File: config.mk
export PLATFORM = sky130hd
export DESIGN_NAME = escape_time_iteration_top
export DESIGN_NICKNAME = d
export VERILOG_FILES = /design/src/rtl/etm_pkg.sv /design/src/rtl/etm_datapath.sv /design/src/rtl/escape_time_iteration_top.sv
export SDC_FILE = /design/constraint.sdc
export NUM_CORES = 2
export LEC_CHECK = 0
export ABC_AREA = 1
export BUFFER_PORTS_ARGS = -buffer_cell sky130_fd_sc_hd__buf_4
export CORE_MARGIN = 5
export CORE_UTILIZATION = 60
export CTS_BUF_LIST = sky130_fd_sc_hd__clkbuf_4 sky130_fd_sc_hd__clkbuf_8
export CTS_CLUSTER_DIAMETER = 60
export DETAILED_ROUTE_END_ITERATION = 8
export PLACE_DENSITY = 0.77
export SLEW_MARGIN = 40
export SYNTH_ARGS = -nofsm -noshare
export SYNTH_HDL_FRONTEND = slang
export SYNTH_SLANG_ARGS = --single-unit
File: constraint.sdc
create_clock -name i_clk -period 20.1 [get_ports i_clk]
set_input_delay 4.02 -clock i_clk [delete_from_list [all_inputs] [get_ports i_clk]]
set_output_delay 4.02 -clock i_clk [all_outputs]
set_load 0.005 [all_outputs]
File: src/rtl/etm_pkg.sv
`timescale 1ns / 1ps

package etm_pkg;

    localparam int VALUE_W   = 32;
    localparam int FRAC_BITS = 27;
    localparam int ITER_W    = 16;
    localparam int CFG_W     = 16;

    typedef struct packed {
        logic signed [VALUE_W-1:0] c_re;
        logic signed [VALUE_W-1:0] c_im;
    } t_point;

    typedef struct packed {
        logic                      escaped;
        logic        [ITER_W-1:0]  iterations;
        logic signed [VALUE_W-1:0] z_re;
        logic signed [VALUE_W-1:0] z_im;
    } t_result;

    typedef enum logic [2:0] {
        S_IDLE,
        S_MUL_RR,
        S_MUL_II,
        S_MUL_RI,
        S_TEST,
        S_UPDATE,
        S_DONE
    } t_state;

    typedef enum logic [1:0] {
        SEL_RR,
        SEL_II,
        SEL_RI
    } t_mul_sel;

    typedef struct packed {
        logic     load;
        logic     mul_en;
        t_mul_sel mul_sel;
        logic     cap_sr;
        logic     cap_si;
        logic     cap_diff;
        logic     update;
    } t_dp_ctrl;

endpackage

File: src/rtl/etm_datapath.sv
`timescale 1ns / 1ps

module etm_datapath
    import etm_pkg::*;
(
    input  logic                      i_clk,
    input  t_dp_ctrl                  i_ctrl,
    input  t_point                    i_point,
    output logic                      o_escape,
    output logic signed [VALUE_W-1:0] o_z_re,
    output logic signed [VALUE_W-1:0] o_z_im
);

    localparam int PW    = 2 * VALUE_W;
    localparam int CMP_W = (2 * FRAC_BITS + 3 > PW + 1) ? 2 * FRAC_BITS + 3 : PW + 1;
    localparam logic [CMP_W-1:0] THRESH = CMP_W'(1) << (2 * FRAC_BITS + 2);

    logic signed [VALUE_W-1:0] r_z_re;
    logic signed [VALUE_W-1:0] r_z_im;
    logic signed [VALUE_W-1:0] r_c_re;
    logic signed [VALUE_W-1:0] r_c_im;
    logic signed [PW-1:0]      r_prod;
    logic signed [PW-1:0]      r_sr;
    logic signed [PW-1:0]      r_si;
    logic signed [PW:0]        r_diff;

    logic signed [VALUE_W-1:0] op_a;
    logic signed [VALUE_W-1:0] op_b;
    logic signed [PW-1:0]      prod_full;
    logic        [CMP_W-1:0]   mag_sq;
    logic signed [PW:0]        diff;
    logic signed [PW:0]        re_sh;
    logic signed [PW+1:0]      re_sum;
    logic signed [PW-1:0]      im_sh;
    logic signed [PW:0]        im_sum;
    logic signed [VALUE_W-1:0] n_z_re;
    logic signed [VALUE_W-1:0] n_z_im;
    logic                      re_fits;
    logic                      im_fits;

    always_comb begin
        unique case (i_ctrl.mul_sel)
            SEL_RR: begin
                op_a = r_z_re;
                op_b = r_z_re;
            end
            SEL_II: begin
                op_a = r_z_im;
                op_b = r_z_im;
            end
            SEL_RI: begin
                op_a = r_z_re;
                op_b = r_z_im;
            end
            default: begin
                op_a = r_z_re;
                op_b = r_z_im;
            end
        endcase
    end

    assign prod_full = op_a * op_b;

    // squares are never negative, so zero-extend them for the magnitude
    assign mag_sq   = CMP_W'($unsigned(r_sr)) + CMP_W'($unsigned(r_si));
    assign o_escape = mag_sq > THRESH;
    assign diff     = {r_sr[PW-1], r_sr} - {r_si[PW-1], r_si};

    // floor shift, add c, then saturate to the value range
    assign re_sh  = r_diff >>> FRAC_BITS;
    assign re_sum = {re_sh[PW], re_sh} + {{(PW + 2 - VALUE_W){r_c_re[VALUE_W-1]}}, r_c_re};
    assign im_sh  = r_prod >>> (FRAC_BITS - 1);
    assign im_sum = {im_sh[PW-1], im_sh} + {{(PW + 1 - VALUE_W){r_c_im[VALUE_W-1]}}, r_c_im};

    assign re_fits = (&re_sum[PW+1:VALUE_W-1]) || !(|re_sum[PW+1:VALUE_W-1]);
    assign im_fits = (&im_sum[PW:VALUE_W-1]) || !(|im_sum[PW:VALUE_W-1]);

    always_comb begin
        if (re_fits) begin
            n_z_re = re_sum[VALUE_W-1:0];
        end else begin
            n_z_re = {re_sum[PW+1], {(VALUE_W - 1){!re_sum[PW+1]}}};
        end
        if (im_fits) begin
            n_z_im = im_sum[VALUE_W-1:0];
        end else begin
            n_z_im = {im_sum[PW], {(VALUE_W - 1){!im_sum[PW]}}};
        end
    end

    always_ff @(posedge i_clk) begin
        if (i_ctrl.load) begin
            r_z_re <= '0;
            r_z_im <= '0;
            r_c_re <= i_point.c_re;
            r_c_im <= i_point.c_im;
        end else if (i_ctrl.update) begin
            r_z_re <= n_z_re;
            r_z_im <= n_z_im;
        end
        if (i_ctrl.mul_en) begin
            r_prod <= prod_full;
        end
        if (i_ctrl.cap_sr) begin
            r_sr <= r_prod;
        end
        if (i_ctrl.cap_si) begin
            r_si <= r_prod;
        end
        if (i_ctrl.cap_diff) begin
            r_diff <= diff;
        end
    end

    assign o_z_re = r_z_re;
    assign o_z_im = r_z_im;

endmodule

File: src/rtl/escape_time_iteration_top.sv
`timescale 1ns / 1ps
// Each iteration steps through MUL_RR, MUL_II, MUL_RI, TEST and UPDATE around
// one shared 32x32 multiplier (three products, an escape test and a z update);
// the strobe comes once the point escapes or reaches the iteration limit.
// A new point is taken the cycle after the strobe; the receiver cannot stall.
// Synchronous active-low reset returns to idle with max_iter = 1.
module escape_time_iteration_top
    import etm_pkg::*;
(
    input  logic             i_clk,
    input  logic             i_rst_n,
    input  logic             start,
    output logic             busy,
    input  t_point           i_point,
    output logic             o_result_valid,
    output t_result          o_result,
    input  logic             i_cfg_valid,
    output logic             o_cfg_ready,
    input  logic [CFG_W-1:0] i_cfg_data
);

    t_state           r_state;
    t_state           n_state;
    logic [CFG_W-1:0] r_max_iter;
    logic [CFG_W-1:0] r_limit;
    logic [CFG_W-1:0] r_iter;
    logic [CFG_W-1:0] n_iter;
    logic             r_escaped;
    logic             n_escaped;
    logic [CFG_W-1:0] iter_inc;
    logic             escape;
    t_dp_ctrl         ctrl;
    logic signed [VALUE_W-1:0] z_re;
    logic signed [VALUE_W-1:0] z_im;

    assign o_cfg_ready = 1'b1;
    assign iter_inc    = r_iter + CFG_W'(1);

    always_comb begin
        n_state   = r_state;
        n_iter    = r_iter;
        n_escaped = r_escaped;
        unique case (r_state)
            S_IDLE: begin
                if (start) begin
                    n_iter    = '0;
                    n_escaped = 1'b0;
                    n_state   = (r_max_iter == '0) ? S_DONE : S_MUL_RR;
                end
            end
            S_MUL_RR: n_state = S_MUL_II;
            S_MUL_II: n_state = S_MUL_RI;
            S_MUL_RI: n_state = S_TEST;
            S_TEST: begin
                if (escape) begin
                    n_escaped = 1'b1;
                    n_state   = S_DONE;
                end else begin
                    n_state = S_UPDATE;
                end
            end
            S_UPDATE: begin
                n_iter  = iter_inc;
                n_state = (iter_inc == r_limit) ? S_DONE : S_MUL_RR;
            end
            S_DONE:  n_state = S_IDLE;
            default: n_state = S_IDLE;
        endcase
    end

    always_comb begin
        ctrl           = '0;
        ctrl.mul_sel   = SEL_RR;
        busy           = 1'b1;
        o_result_valid = 1'b0;
        unique case (r_state)
            S_IDLE: begin
                busy      = 1'b0;
                ctrl.load = start;
            end
            S_MUL_RR: begin
                ctrl.mul_en  = 1'b1;
                ctrl.mul_sel = SEL_RR;
            end
            S_MUL_II: begin
                ctrl.mul_en  = 1'b1;
                ctrl.mul_sel = SEL_II;
                ctrl.cap_sr  = 1'b1;
            end
            S_MUL_RI: begin
                ctrl.mul_en  = 1'b1;
                ctrl.mul_sel = SEL_RI;
                ctrl.cap_si  = 1'b1;
            end
            S_TEST:   ctrl.cap_diff = 1'b1;
            S_UPDATE: ctrl.update   = 1'b1;
            S_DONE:   o_result_valid = 1'b1;
            default:  busy = 1'b1;
        endcase
    end

    always_ff @(posedge i_clk) begin
        if (!i_rst_n) begin
            r_state    <= S_IDLE;
            r_max_iter <= CFG_W'(1);
            r_limit    <= '0;
            r_iter     <= '0;
            r_escaped  <= 1'b0;
        end else begin
            r_state   <= n_state;
            r_iter    <= n_iter;
            r_escaped <= n_escaped;
            if (r_state == S_IDLE && start) begin
                r_limit <= r_max_iter;
            end
            if (i_cfg_valid && o_cfg_ready) begin
                r_max_iter <= i_cfg_data;
            end
        end
    end

    etm_datapath u_datapath (
        .i_clk    (i_clk),
        .i_ctrl   (ctrl),
        .i_point  (i_point),
        .o_escape (escape),
        .o_z_re   (z_re),
        .o_z_im   (z_im)
    );

    assign o_result.escaped    = r_escaped;
    assign o_result.iterations = ITER_W'(r_iter);
    assign o_result.z_re       = z_re;
    assign o_result.z_im       = z_im;

    a_strobe_single: assert property (@(posedge i_clk) disable iff (!i_rst_n)
        o_result_valid |=> !o_result_valid)
        else $error("result strobe held longer than one cycle");

    a_start_busy: assert property (@(posedge i_clk) disable iff (!i_rst_n)
        start && !busy |=> busy)
        else $error("request taken but block not busy");

    a_escape_count: assert property (@(posedge i_clk) disable iff (!i_rst_n)
        o_result_valid && r_escaped |-> r_iter < r_limit)
        else $error("escape index not below iteration limit");

    a_inside_count: assert property (@(posedge i_clk) disable iff (!i_rst_n)
        o_result_valid && !r_escaped |-> r_iter == r_limit)
        else $error("non-escaped point did not run to the limit");

endmodule

==> qor.txt <==
==================================================================================================
Count of H-tree levels built during CTS .............................................            3
Critical setup path kind ............................................................ flip-flop to flip-flop
Combined area of the multi-input logic cells ........................................  46,310 um^2
Nature of the critical path startpoint ..............................................    flip-flop
Worst slew margin relative to its limit .............................................       0.2667
Drc violations ......................................................................            0
Post-synth top flop ................................................................. sky130_fd_sc_hd__edfxtp_1
Sink count of the clock tree ........................................................          410
Total global routing overflow .......................................................            0
Number of buffers on the longest clock path .........................................            3
Worst setup skew after layout .......................................................     77.20 ps
Area leader, netlist ................................................................ sky130_fd_sc_hd__fa_1
Highest ir drop seen on vdd .........................................................   0.04515 mV
Yosys cell types ....................................................................           59
Setup crit end kind .................................................................    flip-flop
Maximum capacitance violations ......................................................            0
Setup Buffers After CTS .............................................................            0
Via-per-instance ratio ..............................................................        5.896
Netlist Area Pre-Place ..............................................................  65,590 um^2
GRT Total Usage .....................................................................       0.4389
Count of flip-flops with a built-in enable after synthesis ..........................          294
Number of endpoints failing setup at the final stage ................................            0
Fraction of layout cells with a size suffix above 1 .................................      0.06547
Kind of path behind the tightest hold check ......................................... flip-flop to flip-flop
Time the final worst path needs with I/O delays and setup ...........................    11,260 ps
Routed wire length per instance .....................................................     25.96 um
Number of buffers created by CTS ....................................................           73
Leading cell type in the layout, fill and taps excluded ............................. sky130_fd_sc_hd__inv_1
Chip Width ..........................................................................     340.6 um
Cell leakage power ..................................................................     34.74 nW
Post-detailed-routing wire length ...................................................   256,700 um
# IOs ...............................................................................          168
Antenna violations before repair ....................................................           12
Final weighted congestion in routability-driven placement ...........................        1.056
Area of the die ..................................................................... 116,000 um^2
Hold-fix buffers at CTS .............................................................            0
CP peak stage delay .................................................................      1050 ps
Top library cells by usage in the layout, fill and taps aside ....................... sky130_fd_sc_hd__inv_1, sky130_fd_sc_hd__nand2_1, sky130_fd_sc_hd__nor2_1
CTS-repair resized insts ............................................................            0
Height of the die ...................................................................     340.6 um
Number of synthesized register bits .................................................          410
Starting utilization of the core area ...............................................       0.6034
Mean Syn Cell Area ..................................................................   7.888 um^2
Fill cell count .....................................................................        9,557
R2r setup slk .......................................................................      8840 ps
Post-synthesis sequential area ratio ................................................       0.1700
Aggregate negative setup slack ......................................................         0 ps
Count of antenna-violating nets left after detailed routing .........................            0
Hold Violations, Final ..............................................................            0
Largest fanout on the critical path .................................................           62
Result of the run ...................................................................    completed
Slew of the pin with the lowest slew margin .........................................      1088 ps
First drt pass iteration count ......................................................            7
Area occupied by registers ..........................................................  11,150 um^2
Clock transition time at the flip-flop clock pins of the worst setup and hold paths .        60 ps
Synth warn ..........................................................................            0
Timing-limited maximum frequency ....................................................    88.83 MHz
Required time at the endpoint of the critical path ..................................    20,590 ps
Net count reported at finish ........................................................        9,966
Pin count of the biggest net entering global routing ................................           90
Crit share post-route ...............................................................       0.5601
Cells after synthesis ...............................................................        8,316
Quantity of I/O buffers inserted on ports ...........................................          166
Standard-cell row count .............................................................          121
Post-synth top area share ...........................................................       0.3311
Placeable core region ............................................................... 108,700 um^2
Arrival time at the worst endpoint ..................................................    11,750 ps
Post-synthesis async set-or-reset flop share ........................................            0
Largest cells by area after synthesis ............................................... sky130_fd_sc_hd__fa_1, sky130_fd_sc_hd__edfxtp_1, sky130_fd_sc_hd__inv_1, sky130_fd_sc_hd__nand2_1, sky130_fd_sc_hd__ha_1
Via count of the first global-routing pass ..........................................       58.73k
P&R area growth vs syn ..............................................................       6.899%
Total power .........................................................................     3.802 mW
Pins over their slew limit ..........................................................            0
Instance area after placement .......................................................  68,480 um^2
Most numerous cell on the critical path ............................................. sky130_fd_sc_hd__fa_1
Power density relative to cell area ................................................. 54.22 nW/um^2
Via count ...........................................................................       58.29k
HPWL reported at the end of detailed placement ......................................   207,500 um
Root cell of the clock tree ......................................................... sky130_fd_sc_hd__clkbuf_8
Unrepaired setup endpoints after global routing .....................................           no
Clock insertion delay at the later pin of the skew report ...........................       720 ps
Final instance area .................................................................  70,120 um^2
Iter 0 DRT Violations ...............................................................        6,423
Slowest stage cell on the critical path ............................................. sky130_fd_sc_hd__fa_1
Total nets after synthesis ..........................................................        9,874
CTS tree ............................................................................         done
Wire length of the first global-routing pass ........................................   375,100 um
==================================================================================================
[cell usage after synthesis (5+ instances only)]
cell	number
sky130_fd_sc_hd__o21ai_2	6
sky130_fd_sc_hd__nor2_2	13
sky130_fd_sc_hd__nor4_1	16
sky130_fd_sc_hd__a21oi_1	345
sky130_fd_sc_hd__and3_1	6
sky130_fd_sc_hd__buf_4	5
sky130_fd_sc_hd__a31oi_1	74
sky130_fd_sc_hd__o211ai_1	15
sky130_fd_sc_hd__nand2_1	1665
sky130_fd_sc_hd__clkinv_1	15
sky130_fd_sc_hd__o21ai_0	264
sky130_fd_sc_hd__xor2_1	151
sky130_fd_sc_hd__nor3_1	45
sky130_fd_sc_hd__buf_2	38
sky130_fd_sc_hd__nand2_2	12
sky130_fd_sc_hd__o31ai_1	5
sky130_fd_sc_hd__buf_6	12
sky130_fd_sc_hd__nand4_1	49
sky130_fd_sc_hd__ha_1	389
sky130_fd_sc_hd__o221ai_1	6
sky130_fd_sc_hd__xnor2_1	65
sky130_fd_sc_hd__a221oi_1	6
sky130_fd_sc_hd__edfxtp_1	294
sky130_fd_sc_hd__dfxtp_1	116
sky130_fd_sc_hd__nand3_1	199
sky130_fd_sc_hd__fa_1	1085
sky130_fd_sc_hd__inv_2	26
sky130_fd_sc_hd__a21oi_2	34
sky130_fd_sc_hd__a21boi_0	7
sky130_fd_sc_hd__a21o_1	21
sky130_fd_sc_hd__o21ai_1	52
sky130_fd_sc_hd__nor2_1	1097
sky130_fd_sc_hd__clkbuf_1	190
sky130_fd_sc_hd__inv_1	1880
sky130_fd_sc_hd__buf_1	5
sky130_fd_sc_hd__o21a_1	18
sky130_fd_sc_hd__or2_2	9
sky130_fd_sc_hd__o21bai_1	33
[layout make-up]
| cell class | count | share of cell area |
|---|---|---|
| multi-input cells | 5735 | 0.6604 |
| clock buffers | 90 | 0.01624 |
| diodes | 10 | 0.0003569 |
| inverters | 1921 | 0.1029 |
| flip-flops and latches | 410 | 0.1590 |
| clock inverters | 39 | 0.006781 |
| well taps | 1414 | 0.02523 |
| repair buffers | 267 | 0.02905 |
[metrics by stage]
step                setup slack [ps]    util  hold WS (ps)  cells
floorplan                      11120       -         421.5   8316
global placement                9173  0.6294         425.2   9745
detailed placement              9063  0.6300         437.2   9747
CTS                             8962  0.6448         443.4   9876
global route                    8352  0.6449         462.8   9878
finish                          8842  0.6451         440.4   9886
[critical path: cells and delay by family (launching register included)]
family | cells | cell delay [ps]
AOI/OAI and AO/OA | 2 | 770
xor gates and xnor gates | 1 | 240
adders and majority gates | 9 | 5410
buffers and inverters | 9 | 2450
DFF | 1 | 540
and+or+nand+nor | 10 | 1570
[routing by layer]
| layer | wire, um | GRT usage |
|---|---|---|
| met2 | 110600 | 0.6657 |
| met1 | 91290 | 0.5460 |
| met3 | 32110 | 0.1316 |
| met5 | 39 | 0 |
| met4 | 22600 | 0.2926 |
[cells by family (layout without fill, tap and decap cells)]
kind of cell,Yosys count,in the layout,synth area share
compound gates,907,907,0.07847
xor+xnor,218,218,0.02934
fa+ha+maj,1474,1474,0.4053
buf+inv,2171,2317,0.1266
flops,410,410,0.1700
other cells,1,11,0.00005717
simple gates,3135,3135,0.1902
[sequential cells by signal (all words and copies together) (netlist names)]
register and flops:
u_datapath.r_c_im 32, r_escaped 1, r_state 3, u_datapath.r_prod 64, r_iter 16, u_datapath.r_si 64, r_limit 16, r_max_iter 16
u_datapath.r_c_re 32, u_datapath.o_z_im 32, u_datapath.o_z_re 32, u_datapath.r_sr 64, u_datapath.r_diff 38
[worst paths after layout]
path | cells past startpoint | startpoint | endpoint
worst max-delay path | 31 | r_state[2] | u_datapath.r_prod[61]
worst min-delay path | 0 | u_datapath.r_prod[21] | u_datapath.r_si[21]
worst max register to register | 31 | r_state[2] | u_datapath.r_prod[61]
worst min register to register | 0 | u_datapath.r_prod[21] | u_datapath.r_si[21]
[report_power, final]
part / internal (mW) / switching [mW]
clock: 0.508 / 0.383
sequential: 1.04 / 0.124
combinational: 0.495 / 1.25
Note: power is estimated with default switching activity, not from simulation.
